--- src/rtl/core/gsdl_pkg.sv ---
// Package for the ground spoiler controller: types, command codes, register map.
// No dependencies; used by every module of the block.
package gsdl_pkg;

	localparam int unsigned TDATA_IN_W  = 112;
	localparam int unsigned TDATA_OUT_W = 40;
	localparam int unsigned TUSER_IN_W  = 4;
	localparam int unsigned PADDR_W     = 5;

	localparam logic [14:0] FULL_POS = 15'd16384;
	localparam logic [14:0] HALF_POS = 15'd8192;

	localparam logic [3:0] CMD_TICK       = 4'd0;
	localparam logic [3:0] CMD_ON         = 4'd1;
	localparam logic [3:0] CMD_OFF        = 4'd2;
	localparam logic [3:0] CMD_TOGGLE     = 4'd3;
	localparam logic [3:0] CMD_SET        = 4'd4;
	localparam logic [3:0] CMD_AXIS       = 4'd5;
	localparam logic [3:0] CMD_ARM_ON     = 4'd6;
	localparam logic [3:0] CMD_ARM_OFF    = 4'd7;
	localparam logic [3:0] CMD_ARM_TOGGLE = 4'd8;
	localparam logic [3:0] CMD_ARM_SET    = 4'd9;
	localparam logic [3:0] CMD_INIT       = 4'd10;

	localparam logic [2:0] REG_AP_LIMIT  = 3'd0;
	localparam logic [2:0] REG_PARTIAL   = 3'd1;
	localparam logic [2:0] REG_SPEED_THR = 3'd2;
	localparam logic [2:0] REG_MIN_AIR   = 3'd3;
	localparam logic [2:0] REG_IDLE      = 3'd4;
	localparam logic [2:0] REG_CLIMB     = 3'd5;
	localparam logic [2:0] REG_MCT       = 3'd6;
	localparam logic [2:0] REG_TOUCH_GO  = 3'd7;

	typedef struct packed {
		logic        [14:0] ap_limit;
		logic        [14:0] partial_pos;
		logic        [9:0]  speed_thr;
		logic        [15:0] min_air_ms;
		logic signed [9:0]  idle_angle;
		logic signed [9:0]  climb_angle;
		logic signed [9:0]  mct_angle;
		logic signed [9:0]  touch_go_angle;
	} cfg_t;

	typedef struct packed {
		logic        [3:0]  cmd;
		logic signed [15:0] value;
		logic        [31:0] sim_time_ms;
		logic               autopilot_engaged;
		logic        [9:0]  airspeed_kt;
		logic signed [9:0]  lever_angle_left;
		logic signed [9:0]  lever_angle_right;
		logic        [14:0] gear_left_anim;
		logic        [14:0] gear_right_anim;
	} item_t;

	typedef struct packed {
		logic               armed;
		logic        [14:0] handle;
		logic        [14:0] surface;
		logic               initialized;
		logic        [31:0] stamp;
		logic               stamp_valid;
		logic               landing;
		logic               takeoff;
		logic               ap_latched;
		logic        [31:0] last_time;
		logic        [9:0]  last_speed;
		logic signed [9:0]  angle_left;
		logic signed [9:0]  angle_right;
		logic        [1:0]  gear;
	} state_t;

	typedef struct packed {
		logic [14:0] spoiler_position;
		logic [14:0] handle_out;
		logic        armed_out;
		logic        landing_active;
		logic        takeoff_active;
	} result_t;

endpackage

--- src/rtl/core/ground_spoiler_deploy_logic.sv ---
// Ground spoiler controller: input register, state, evaluation, result register.
// Depends on gsdl_pkg, gsdl_cfg and gsdl_eval.
//
// Usage:
//  Slave stream (s_tvalid/s_tready/s_tdata/s_tuser) carries one event or sensor
//  tick per transaction; s_tuser holds the command code. Master stream
//  (m_tvalid/m_tready/m_tdata) returns exactly one result per input transaction,
//  in order.
//  APB port writes the eight tuning registers at byte addresses 0..28;
//  write only while the block holds no pending work.
//  Pipeline: the input register holds the item, the result register its result.
//  Throughput: one transaction per cycle while m_tready stays high; the state
//  update for an item loops through the evaluation logic into the state
//  register, so the next item sees it directly.
//  Stall: when m_tready is low the result register holds; one more item waits
//  in the input register, then s_tready drops until the result is taken.
//  Reset: all controller state clears to zero (handle retracted, disarmed, no
//  landing or take-off condition), registers return to their defaults, both
//  streams empty.
module ground_spoiler_deploy_logic (
	input  logic                              clk,
	input  logic                              arst_n,
	input  logic                              s_tvalid,
	output logic                              s_tready,
	// value, sim_time_ms, autopilot_engaged, airspeed_kt, lever_angle_left,
	// lever_angle_right, gear_left_anim, gear_right_anim, zero pad
	input  logic [gsdl_pkg::TDATA_IN_W-1:0]   s_tdata,
	// cmd
	input  logic [gsdl_pkg::TUSER_IN_W-1:0]   s_tuser,
	output logic                              m_tvalid,
	input  logic                              m_tready,
	// spoiler_position, handle_out, armed_out, landing_active, takeoff_active,
	// zero pad
	output logic [gsdl_pkg::TDATA_OUT_W-1:0]  m_tdata,
	input  logic                              psel,
	input  logic                              penable,
	input  logic                              pwrite,
	input  logic [gsdl_pkg::PADDR_W-1:0]      paddr,
	input  logic [31:0]                       pwdata,
	output logic [31:0]                       prdata,
	output logic                              pready
);

	gsdl_pkg::cfg_t    cfg;
	gsdl_pkg::item_t   item_in;
	gsdl_pkg::item_t   item_s1;
	logic              valid_s1;
	gsdl_pkg::state_t  st_q;
	gsdl_pkg::state_t  st_nx;
	gsdl_pkg::result_t res;
	gsdl_pkg::result_t res_s2;
	logic              valid_s2;
	logic              fire;
	logic              s_accept;

	gsdl_cfg u_cfg (
		.clk     (clk),
		.arst_n  (arst_n),
		.psel    (psel),
		.penable (penable),
		.pwrite  (pwrite),
		.paddr   (paddr),
		.pwdata  (pwdata),
		.prdata  (prdata),
		.pready  (pready),
		.cfg     (cfg)
	);

	assign item_in.cmd               = s_tuser;
	assign item_in.value             = s_tdata[15:0];
	assign item_in.sim_time_ms       = s_tdata[47:16];
	assign item_in.autopilot_engaged = s_tdata[48];
	assign item_in.airspeed_kt       = s_tdata[58:49];
	assign item_in.lever_angle_left  = s_tdata[68:59];
	assign item_in.lever_angle_right = s_tdata[78:69];
	assign item_in.gear_left_anim    = s_tdata[93:79];
	assign item_in.gear_right_anim   = s_tdata[108:94];

	assign fire     = valid_s1 && (!valid_s2 || m_tready);
	assign s_tready = !valid_s1 || fire;
	assign s_accept = s_tvalid && s_tready;

	gsdl_eval u_eval (
		.item  (item_s1),
		.st    (st_q),
		.cfg   (cfg),
		.st_nx (st_nx),
		.res   (res)
	);

	always_ff @(posedge clk or negedge arst_n) begin
		if (!arst_n) begin
			valid_s1 <= 1'b0;
			valid_s2 <= 1'b0;
			st_q     <= '0;
		end else begin
			valid_s1 <= s_accept || (valid_s1 && !fire);
			valid_s2 <= fire || (valid_s2 && !m_tready);
			if (fire)
				st_q <= st_nx;
		end
	end

	always_ff @(posedge clk) begin
		if (s_accept)
			item_s1 <= item_in;
		if (fire)
			res_s2 <= res;
	end

	assign m_tvalid = valid_s2;
	assign m_tdata  = {7'd0, res_s2.takeoff_active, res_s2.landing_active, res_s2.armed_out,
		res_s2.handle_out, res_s2.spoiler_position};

endmodule

--- src/rtl/core/gsdl_cfg.sv ---
// APB register file of the spoiler controller.
// Depends on gsdl_pkg.
module gsdl_cfg (
	input  logic                         clk,
	input  logic                         arst_n,
	input  logic                         psel,
	input  logic                         penable,
	input  logic                         pwrite,
	input  logic [gsdl_pkg::PADDR_W-1:0] paddr,
	input  logic [31:0]                  pwdata,
	output logic [31:0]                  prdata,
	output logic                         pready,
	output gsdl_pkg::cfg_t               cfg
);

	gsdl_pkg::cfg_t cfg_q;
	logic [2:0]     idx;
	logic           wr_en;

	assign idx    = paddr[4:2];
	assign wr_en  = psel && penable && pwrite;
	assign pready = 1'b1;
	assign cfg    = cfg_q;

	always_ff @(posedge clk or negedge arst_n) begin
		if (!arst_n) begin
			cfg_q.ap_limit       <= 15'd8192;
			cfg_q.partial_pos    <= 15'd8192;
			cfg_q.speed_thr      <= 10'd72;
			cfg_q.min_air_ms     <= 16'd5000;
			cfg_q.idle_angle     <= 10'sd0;
			cfg_q.climb_angle    <= 10'sd250;
			cfg_q.mct_angle      <= 10'sd350;
			cfg_q.touch_go_angle <= 10'sd200;
		end else if (wr_en) begin
			unique case (idx)
				gsdl_pkg::REG_AP_LIMIT:  cfg_q.ap_limit       <= pwdata[14:0];
				gsdl_pkg::REG_PARTIAL:   cfg_q.partial_pos    <= pwdata[14:0];
				gsdl_pkg::REG_SPEED_THR: cfg_q.speed_thr      <= pwdata[9:0];
				gsdl_pkg::REG_MIN_AIR:   cfg_q.min_air_ms     <= pwdata[15:0];
				gsdl_pkg::REG_IDLE:      cfg_q.idle_angle     <= pwdata[9:0];
				gsdl_pkg::REG_CLIMB:     cfg_q.climb_angle    <= pwdata[9:0];
				gsdl_pkg::REG_MCT:       cfg_q.mct_angle      <= pwdata[9:0];
				gsdl_pkg::REG_TOUCH_GO:  cfg_q.touch_go_angle <= pwdata[9:0];
				default: ;
			endcase
		end
	end

	always_comb begin
		unique case (idx)
			gsdl_pkg::REG_AP_LIMIT:  prdata = {17'd0, cfg_q.ap_limit};
			gsdl_pkg::REG_PARTIAL:   prdata = {17'd0, cfg_q.partial_pos};
			gsdl_pkg::REG_SPEED_THR: prdata = {22'd0, cfg_q.speed_thr};
			gsdl_pkg::REG_MIN_AIR:   prdata = {16'd0, cfg_q.min_air_ms};
			gsdl_pkg::REG_IDLE:      prdata = {22'd0, cfg_q.idle_angle};
			gsdl_pkg::REG_CLIMB:     prdata = {22'd0, cfg_q.climb_angle};
			gsdl_pkg::REG_MCT:       prdata = {22'd0, cfg_q.mct_angle};
			gsdl_pkg::REG_TOUCH_GO:  prdata = {22'd0, cfg_q.touch_go_angle};
			default:                 prdata = 32'd0;
		endcase
	end

endmodule

--- src/rtl/core/gsdl_eval.sv ---
// Next-state and result logic for one event or sensor tick.
// Depends on gsdl_pkg; purely combinational.
module gsdl_eval (
	input  gsdl_pkg::item_t   item,
	input  gsdl_pkg::state_t  st,
	input  gsdl_pkg::cfg_t    cfg,
	output gsdl_pkg::state_t  st_nx,
	output gsdl_pkg::result_t res
);

	logic               do_eval;
	logic               arm_new;
	logic [14:0]        hnd_new;
	logic               ap_new;
	logic [31:0]        t;
	logic [9:0]         spd;
	logic signed [9:0]  a1;
	logic signed [9:0]  a2;
	logic [1:0]         gears;
	logic [1:0]         n;
	logic [14:0]        aplim;
	logic [14:0]        part;
	logic [14:0]        val_clamp;
	logic signed [17:0] ax_sum;
	logic [17:0]        ax_inc;
	logic [16:0]        ax_half;
	logic [14:0]        ax_pos;
	logic [31:0]        elapsed;
	logic               at_idle;
	logic               rev_idle;
	logic               below_clb;
	logic               rev_mct;
	gsdl_pkg::state_t   nx;

	assign aplim = (cfg.ap_limit > gsdl_pkg::FULL_POS) ? gsdl_pkg::FULL_POS : cfg.ap_limit;
	assign part  = (cfg.partial_pos > gsdl_pkg::FULL_POS) ? gsdl_pkg::FULL_POS : cfg.partial_pos;

	always_comb begin
		if (item.value < 16'sd0)
			val_clamp = 15'd0;
		else if (item.value > 16'sd16384)
			val_clamp = gsdl_pkg::FULL_POS;
		else
			val_clamp = item.value[14:0];
	end

	// axis: 8192 + value/2, half rounds up
	assign ax_sum  = 18'(item.value) + 18'sd16384;
	assign ax_inc  = 18'(ax_sum + 18'sd1);
	assign ax_half = ax_inc[17:1];
	always_comb begin
		if (ax_sum <= 18'sd0)
			ax_pos = 15'd0;
		else if (ax_half > 17'd16384)
			ax_pos = gsdl_pkg::FULL_POS;
		else
			ax_pos = ax_half[14:0];
	end

	always_comb begin
		do_eval = 1'b1;
		arm_new = st.armed;
		hnd_new = st.handle;
		ap_new  = st.ap_latched;
		t       = st.last_time;
		spd     = st.last_speed;
		a1      = st.angle_left;
		a2      = st.angle_right;
		gears   = st.gear;
		unique case (item.cmd)
			gsdl_pkg::CMD_TICK: begin
				t     = item.sim_time_ms;
				ap_new = item.autopilot_engaged;
				spd   = item.airspeed_kt;
				a1    = item.lever_angle_left;
				a2    = item.lever_angle_right;
				gears = {item.gear_right_anim > gsdl_pkg::HALF_POS,
					item.gear_left_anim > gsdl_pkg::HALF_POS};
			end
			gsdl_pkg::CMD_ON:         hnd_new = gsdl_pkg::FULL_POS;
			gsdl_pkg::CMD_OFF:        hnd_new = 15'd0;
			gsdl_pkg::CMD_TOGGLE:     hnd_new = (st.handle != 15'd0) ? 15'd0 : gsdl_pkg::FULL_POS;
			gsdl_pkg::CMD_SET:        hnd_new = val_clamp;
			gsdl_pkg::CMD_AXIS:       hnd_new = ax_pos;
			gsdl_pkg::CMD_ARM_ON:     arm_new = 1'b1;
			gsdl_pkg::CMD_ARM_OFF:    arm_new = 1'b0;
			gsdl_pkg::CMD_ARM_TOGGLE: arm_new = !st.armed;
			gsdl_pkg::CMD_ARM_SET:    arm_new = (item.value != 16'sd0);
			gsdl_pkg::CMD_INIT: begin
				if (st.initialized)
					do_eval = 1'b0;
				else
					hnd_new = val_clamp;
			end
			default: do_eval = 1'b0;
		endcase
	end

	assign n         = {1'b0, gears[0]} + {1'b0, gears[1]};
	assign at_idle   = (a1 <= cfg.idle_angle) && (a2 <= cfg.idle_angle);
	assign rev_idle  = ((a1 < cfg.idle_angle) && (a2 == cfg.idle_angle))
		|| ((a2 < cfg.idle_angle) && (a1 == cfg.idle_angle));
	assign below_clb = (a1 < cfg.climb_angle) && (a2 < cfg.climb_angle);
	assign rev_mct   = ((a1 < cfg.idle_angle) && (a2 < cfg.mct_angle))
		|| ((a2 < cfg.idle_angle) && (a1 < cfg.mct_angle));
	assign elapsed   = (st.stamp_valid && (t >= st.stamp)) ? (t - st.stamp) : 32'd0;

	always_comb begin
		nx = st;
		if (do_eval) begin
			if ((st.armed != arm_new) || (st.handle != hnd_new)) begin
				nx.armed   = arm_new && (hnd_new == 15'd0);
				nx.handle  = hnd_new;
				nx.surface = (ap_new && (aplim < hnd_new)) ? aplim : hnd_new;
			end
			if (ap_new && !st.ap_latched)
				nx.surface = (aplim < hnd_new) ? aplim : hnd_new;

			nx.last_time   = t;
			nx.ap_latched  = ap_new;
			nx.last_speed  = spd;
			nx.angle_left  = a1;
			nx.angle_right = a2;
			nx.gear        = gears;

			if (st.landing) begin
				if (spd < cfg.speed_thr) begin
					nx.landing     = 1'b0;
					nx.stamp_valid = 1'b0;
					nx.stamp       = 32'd0;
				end
			end else if (!st.stamp_valid && (n == 2'd0)) begin
				nx.stamp       = t;
				nx.stamp_valid = 1'b1;
			end else if (elapsed >= {16'd0, cfg.min_air_ms}) begin
				nx.landing = 1'b1;
			end

			if ((n == 2'd2) && (spd > cfg.speed_thr))
				nx.takeoff = 1'b1;
			else if ((spd < cfg.speed_thr) || (n == 2'd0))
				nx.takeoff = 1'b0;

			if (nx.takeoff && ((nx.armed && at_idle) || rev_idle))
				nx.surface = gsdl_pkg::FULL_POS;

			if (nx.landing) begin
				if (nx.armed || (nx.handle != 15'd0)) begin
					if (n == 2'd2) begin
						if (at_idle || rev_mct)
							nx.surface = gsdl_pkg::FULL_POS;
						else if (nx.armed && below_clb)
							nx.surface = part;
					end else if ((n != 2'd0) && at_idle) begin
						nx.surface = (nx.handle > part) ? nx.handle : part;
					end
				end
				if (!nx.armed && (nx.handle == 15'd0) && rev_mct) begin
					if (n == 2'd2)
						nx.surface = gsdl_pkg::FULL_POS;
					else if (n != 2'd0)
						nx.surface = part;
				end
				if ((n != 2'd0) && ((a1 > cfg.touch_go_angle) || (a2 > cfg.touch_go_angle)))
					nx.surface = nx.handle;
			end
		end
		if (item.cmd == gsdl_pkg::CMD_INIT)
			nx.initialized = 1'b1;
	end

	assign st_nx                = nx;
	assign res.spoiler_position = nx.surface;
	assign res.handle_out       = nx.handle;
	assign res.armed_out        = nx.armed;
	assign res.landing_active   = nx.landing;
	assign res.takeoff_active   = nx.takeoff;

endmodule

--- config.mk ---
export PLATFORM = sky130hd
export DESIGN_NAME = ground_spoiler_deploy_logic
export DESIGN_NICKNAME = d
export VERILOG_FILES = /design/src/rtl/core/gsdl_pkg.sv /design/src/rtl/core/ground_spoiler_deploy_logic.sv /design/src/rtl/core/gsdl_cfg.sv /design/src/rtl/core/gsdl_eval.sv
export SDC_FILE = /design/constraint.sdc
export NUM_CORES = 1
export LEC_CHECK = 0
export ABC_CLOCK_PERIOD_IN_PS = 10250
export BUFFER_PORTS_ARGS = -buffer_cell sky130_fd_sc_hd__buf_2
export CAP_MARGIN = 30
export CELL_PAD_IN_SITES_DETAIL_PLACEMENT = 0
export CELL_PAD_IN_SITES_GLOBAL_PLACEMENT = 1
export CORE_MARGIN = 4
export CORE_UTILIZATION = 48
export DETAILED_ROUTE_END_ITERATION = 10
export PLACE_DENSITY = 0.83
export SYNTH_ARGS = -nofsm -noshare
export SYNTH_HDL_FRONTEND = slang
export SYNTH_HIERARCHICAL = 1
export SYNTH_SLANG_ARGS = --single-unit
--- constraint.sdc ---
create_clock -name clk -period 10.25 [get_ports clk]
set_input_delay 1.5375 -clock clk [delete_from_list [all_inputs] [get_ports clk]]
set_output_delay 1.5375 -clock clk [all_outputs]
set_load 0.05 [all_outputs]
==> reports/metrics.csv <==
stage,metric,value,unit
sta,setup TNS,0,ns
min_path,Hold WC Path Type,reg2reg,
synth,post-synthesis mux area share,13.9,%
synth,Yosys reg bits,376,
synth,syn_area_per_cell,10.1,sq um
clock_network,clock sink total,376,
min_path,WHS Path Cells,1,
clock_network,Worst-Skew Late Latency,0.59,ns
synth,Synth Area in XOR/XNOR,1.20,%
setup_path,CP Data Required Time,10.72,ns
setup_path,Setup crit start,item_s1[111]$_DFFE_PP_,
sta,final setup vio count,0,
synth,Cells after Synth,2543,
sta,RSZ-0062 raised after global routing,no,
synth,post-synthesis cell area,25600,sq um
sta,max-slew violations,0,
setup_path,WP buf/inv,1,
global_route,vias in the first global route,19775,
synth,Synth warnings,6,
clock_network,Longest Clk Path Bufs,3,
power,Tot Pwr,8.40,mW
setup_path,Setup crit start kind,flip-flop,
synth,synth cell count leaders,"342 x nand2_1, 206 x dfrtp_1, 181 x inv_1, 170 x ha_1, 158 x mux2_2",
route,drt pass-1 iters,7,
finish,fin nets,2994,
min_path,worst hold endpoint,st_q[38]$_DFFE_PN0P_,
route,initial DRC count,1894,
setup_path,FF-to-FF End,st_q[106]$_DFFE_PN0P_,
global_route,gr usage total,26.4,%
placement,RD Place Congestion,0.977,
clock_network,Hold Buf Count CTS,0,
die,row cnt,84,
sta,relative slew slack,27.6,%
job,# Max-Cap Violations,0,
setup_path,R2R setup slack,0.71,ns
route,final wirelength,77300,microns
finish,FILL cells,4646,
setup_path,CP Capture Type,flip-flop,
clock_network,Clock Tree Root,clkbuf_16,
setup_path,crit path DAT,10.01,ns
synth,largest family of logic cells by synthesized area,compound AO/OA/AOI/OAI gates,
clock_network,post-CTS sizing,0,
clock_network,clock-pin slew on the worst setup and hold paths,0.07,ns
clock_network,H-tree level count,2,
setup_path,Critical R2R Launch,item_s1[111]$_DFFE_PP_,
die,core region area,52700,sq um
power,peak supply drop,0.192,mV
route,DRC violations left,0,
placement,port bufs,189,
die,die width,239,microns
clock_network,Post-CTS Setup Inserts,0,
route,WL per Instance,22.8,microns
route,DR vias,20252,
global_route,initial antenna violation count,3,
sta,Max Fclk,105,MHz
setup_path,Worst R2R Path Depth,26,
placement,hpwl dp,57500,microns
sta,Fin. Hold Viols,0,
synth,Post-synth EDFFs,146,
route,drt via density,5.98,
setup_path,Worst path max stage delay,1.02,ns
power,power per cell area,298,nW/um^2
setup_path,Worst path top cell family by delay,compound AO/OA/AOI/OAI gates,
synth,post-synthesis async set-or-reset flop share,61.2,%
finish,Diodes inserted,0,
sta,fin crit period,9.54,ns
synth,sequential share of the synthesized area,39.7,%
finish,final core utilization,53.5,%
sta,worst clock skew,0.0171,ns
global_route,grt total ovfl,0,
die,Initial Utilization,48.6,%
synth,top_reg_cell synth,dfrtp_1,
synth,Synth top area share,20.1,%
clock_network,CTS Buf Count,43,
die,area of the die,57100,sq um
synth,dominant cell type by area after synthesis,dfrtp_1,
global_route,first-pass GRT wire length,118000,microns
setup_path,slowest CP cell,or4_2,
synth,compound-gate portion of the synthesized area,15.6,%
global_route,largest net degree at the start of global routing,106,
sta,final period utilization,93.1,%
synth,top post-synthesis cells by area,"dfrtp_1 20%, edfxtp_1 17%, ha_1 8.3%",
power,Pleak,12.8,nW
setup_path,CP Class,reg2reg,
finish,layout cells sized above 1,22.3,%
synth,most frequent cell after synthesis,nand2_1,
route,ANT nets after route,0,
status,status,completed,
finish,P&R area growth vs syn,10.1,%
synth,adder-cell area share of the yosys netlist,8.55,%
setup_path,crit-path max FO,20,
synth,count of cell types in the netlist,106,
sta,slew at the pin with the worst max-slew slack,1.08,ns
clock_network,CTS tree,built,
die,# IOs,235,
min_path,worst hold start,st_q[38]$_DFFE_PN0P_,
synth,simple-gate share of the synthesized area,14.3,%
die,die height,239,microns
## layer usage
metal,global-route usage (%),up-vias,share of wire [%]
li1,-,9457,-
met1,38.8,9965,46
met2,40.8,727,44
met3,4.76,101,7.4
met4,6.44,2,2.3
met5,0,-,0.0091
## registers in the layout (all words and copies together) (netlist names)
signal	cells
item_s1	113
valid_s1	1
st_q	132
u_cfg/cfg	96
m_tdata	33
m_tvalid	1
## how the worst max path moves through the flow
stage,end,slack (ns),cells after the start
2_1_floorplan,st_q[113]$_DFFE_PN0P_,2.46,32
4_1_cts,st_q[106]$_DFFE_PN0P_,0.97,26
5_1_grt,st_q[101]$_DFFE_PN0P_,0.22,28
3_5_place_dp,st_q[106]$_DFFE_PN0P_,1.02,26
6_report,st_q[106]$_DFFE_PN0P_,0.71,26
3_3_place_gp,st_q[106]$_DFFE_PN0P_,1.06,26
## cells by family after synthesis
logic type,count (synthesis)
adders and majority gates,175
DFF,376
xor gates and xnor gates,35
and+or+nand+nor,751
buffers and inverters,351
AOI/OAI and AO/OA,557
other,3
muxes,295
## cell type report
class	count	area [sq um]	area share, %
clock buffers	54	1150	4.07
clock inverters	25	322	1.14
inverters	185	694	2.46
multi-input cells	1837	13800	49.0
flip-flops and latches	376	10200	36.1
well taps	688	861	3.05
repair buffers	220	1190	4.21
## cell usage in the layout, fill, tap and decap left out, types with 18 or more instances in the layout
| master | Yosys | layout |
|---|---|---|
| a211oi_1 | 31 | 31 |
| a21o_1 | 42 | 42 |
| a21oi_1 | 98 | 98 |
| a22o_1 | 33 | 33 |
| buf_2 | 28 | 189 |
| buf_4 | 60 | 30 |
| clkbuf_16 | 0 | 43 |
| conb_1 | 3 | 24 |
| dfrtp_1 | 206 | 206 |
| dfstp_2 | 24 | 24 |
| edfxtp_1 | 146 | 146 |
| ha_1 | 170 | 170 |
| inv_1 | 181 | 181 |
| mux2_2 | 158 | 158 |
| mux2_4 | 79 | 79 |
| mux2i_1 | 58 | 58 |
| nand2_1 | 342 | 342 |
| nand2b_1 | 22 | 22 |
| nand3_1 | 36 | 36 |
| nand4_1 | 31 | 31 |
| nor2_1 | 120 | 120 |
| nor2b_1 | 33 | 33 |
| nor3_1 | 30 | 30 |
| nor3b_1 | 19 | 18 |
| nor4_1 | 26 | 24 |
| o211ai_1 | 28 | 28 |
| o21a_1 | 23 | 23 |
| o21ai_0 | 89 | 89 |
| o22ai_1 | 18 | 18 |
| xnor2_1 | 25 | 25 |
## power breakdown
part / leakage (nW) / total (mW) / switching, mW / internal [mW]
sequential: 4.32 / 2.26 / 0.297 / 1.97
combinational: 7.76 / 4.51 / 2.71 / 1.80
clock: 0.709 / 1.62 / 0.651 / 0.973
total: 12.8 / 8.40 / 3.66 / 4.74
## per-stage QoR
| step | hold slack [ns] | instance area, sq um | setup slack (ns) | instances |
|---|---|---|---|---|
| 2_1_floorplan | 0.449 | 25700 | 2.46 | 2564 |
| 3_3_place_gp | 0.475 | 26700 | 1.06 | 3305 |
| 3_5_place_dp | 0.494 | 26700 | 1.02 | 3306 |
| 4_1_cts | 0.508 | 28200 | 0.975 | 3385 |
| 5_1_grt | 0.524 | 28200 | 0.218 | 3385 |
| 6_report | 0.504 | 28200 | 0.708 | 3385 |
No activity file was read; power rests on OpenSTA's default activity.
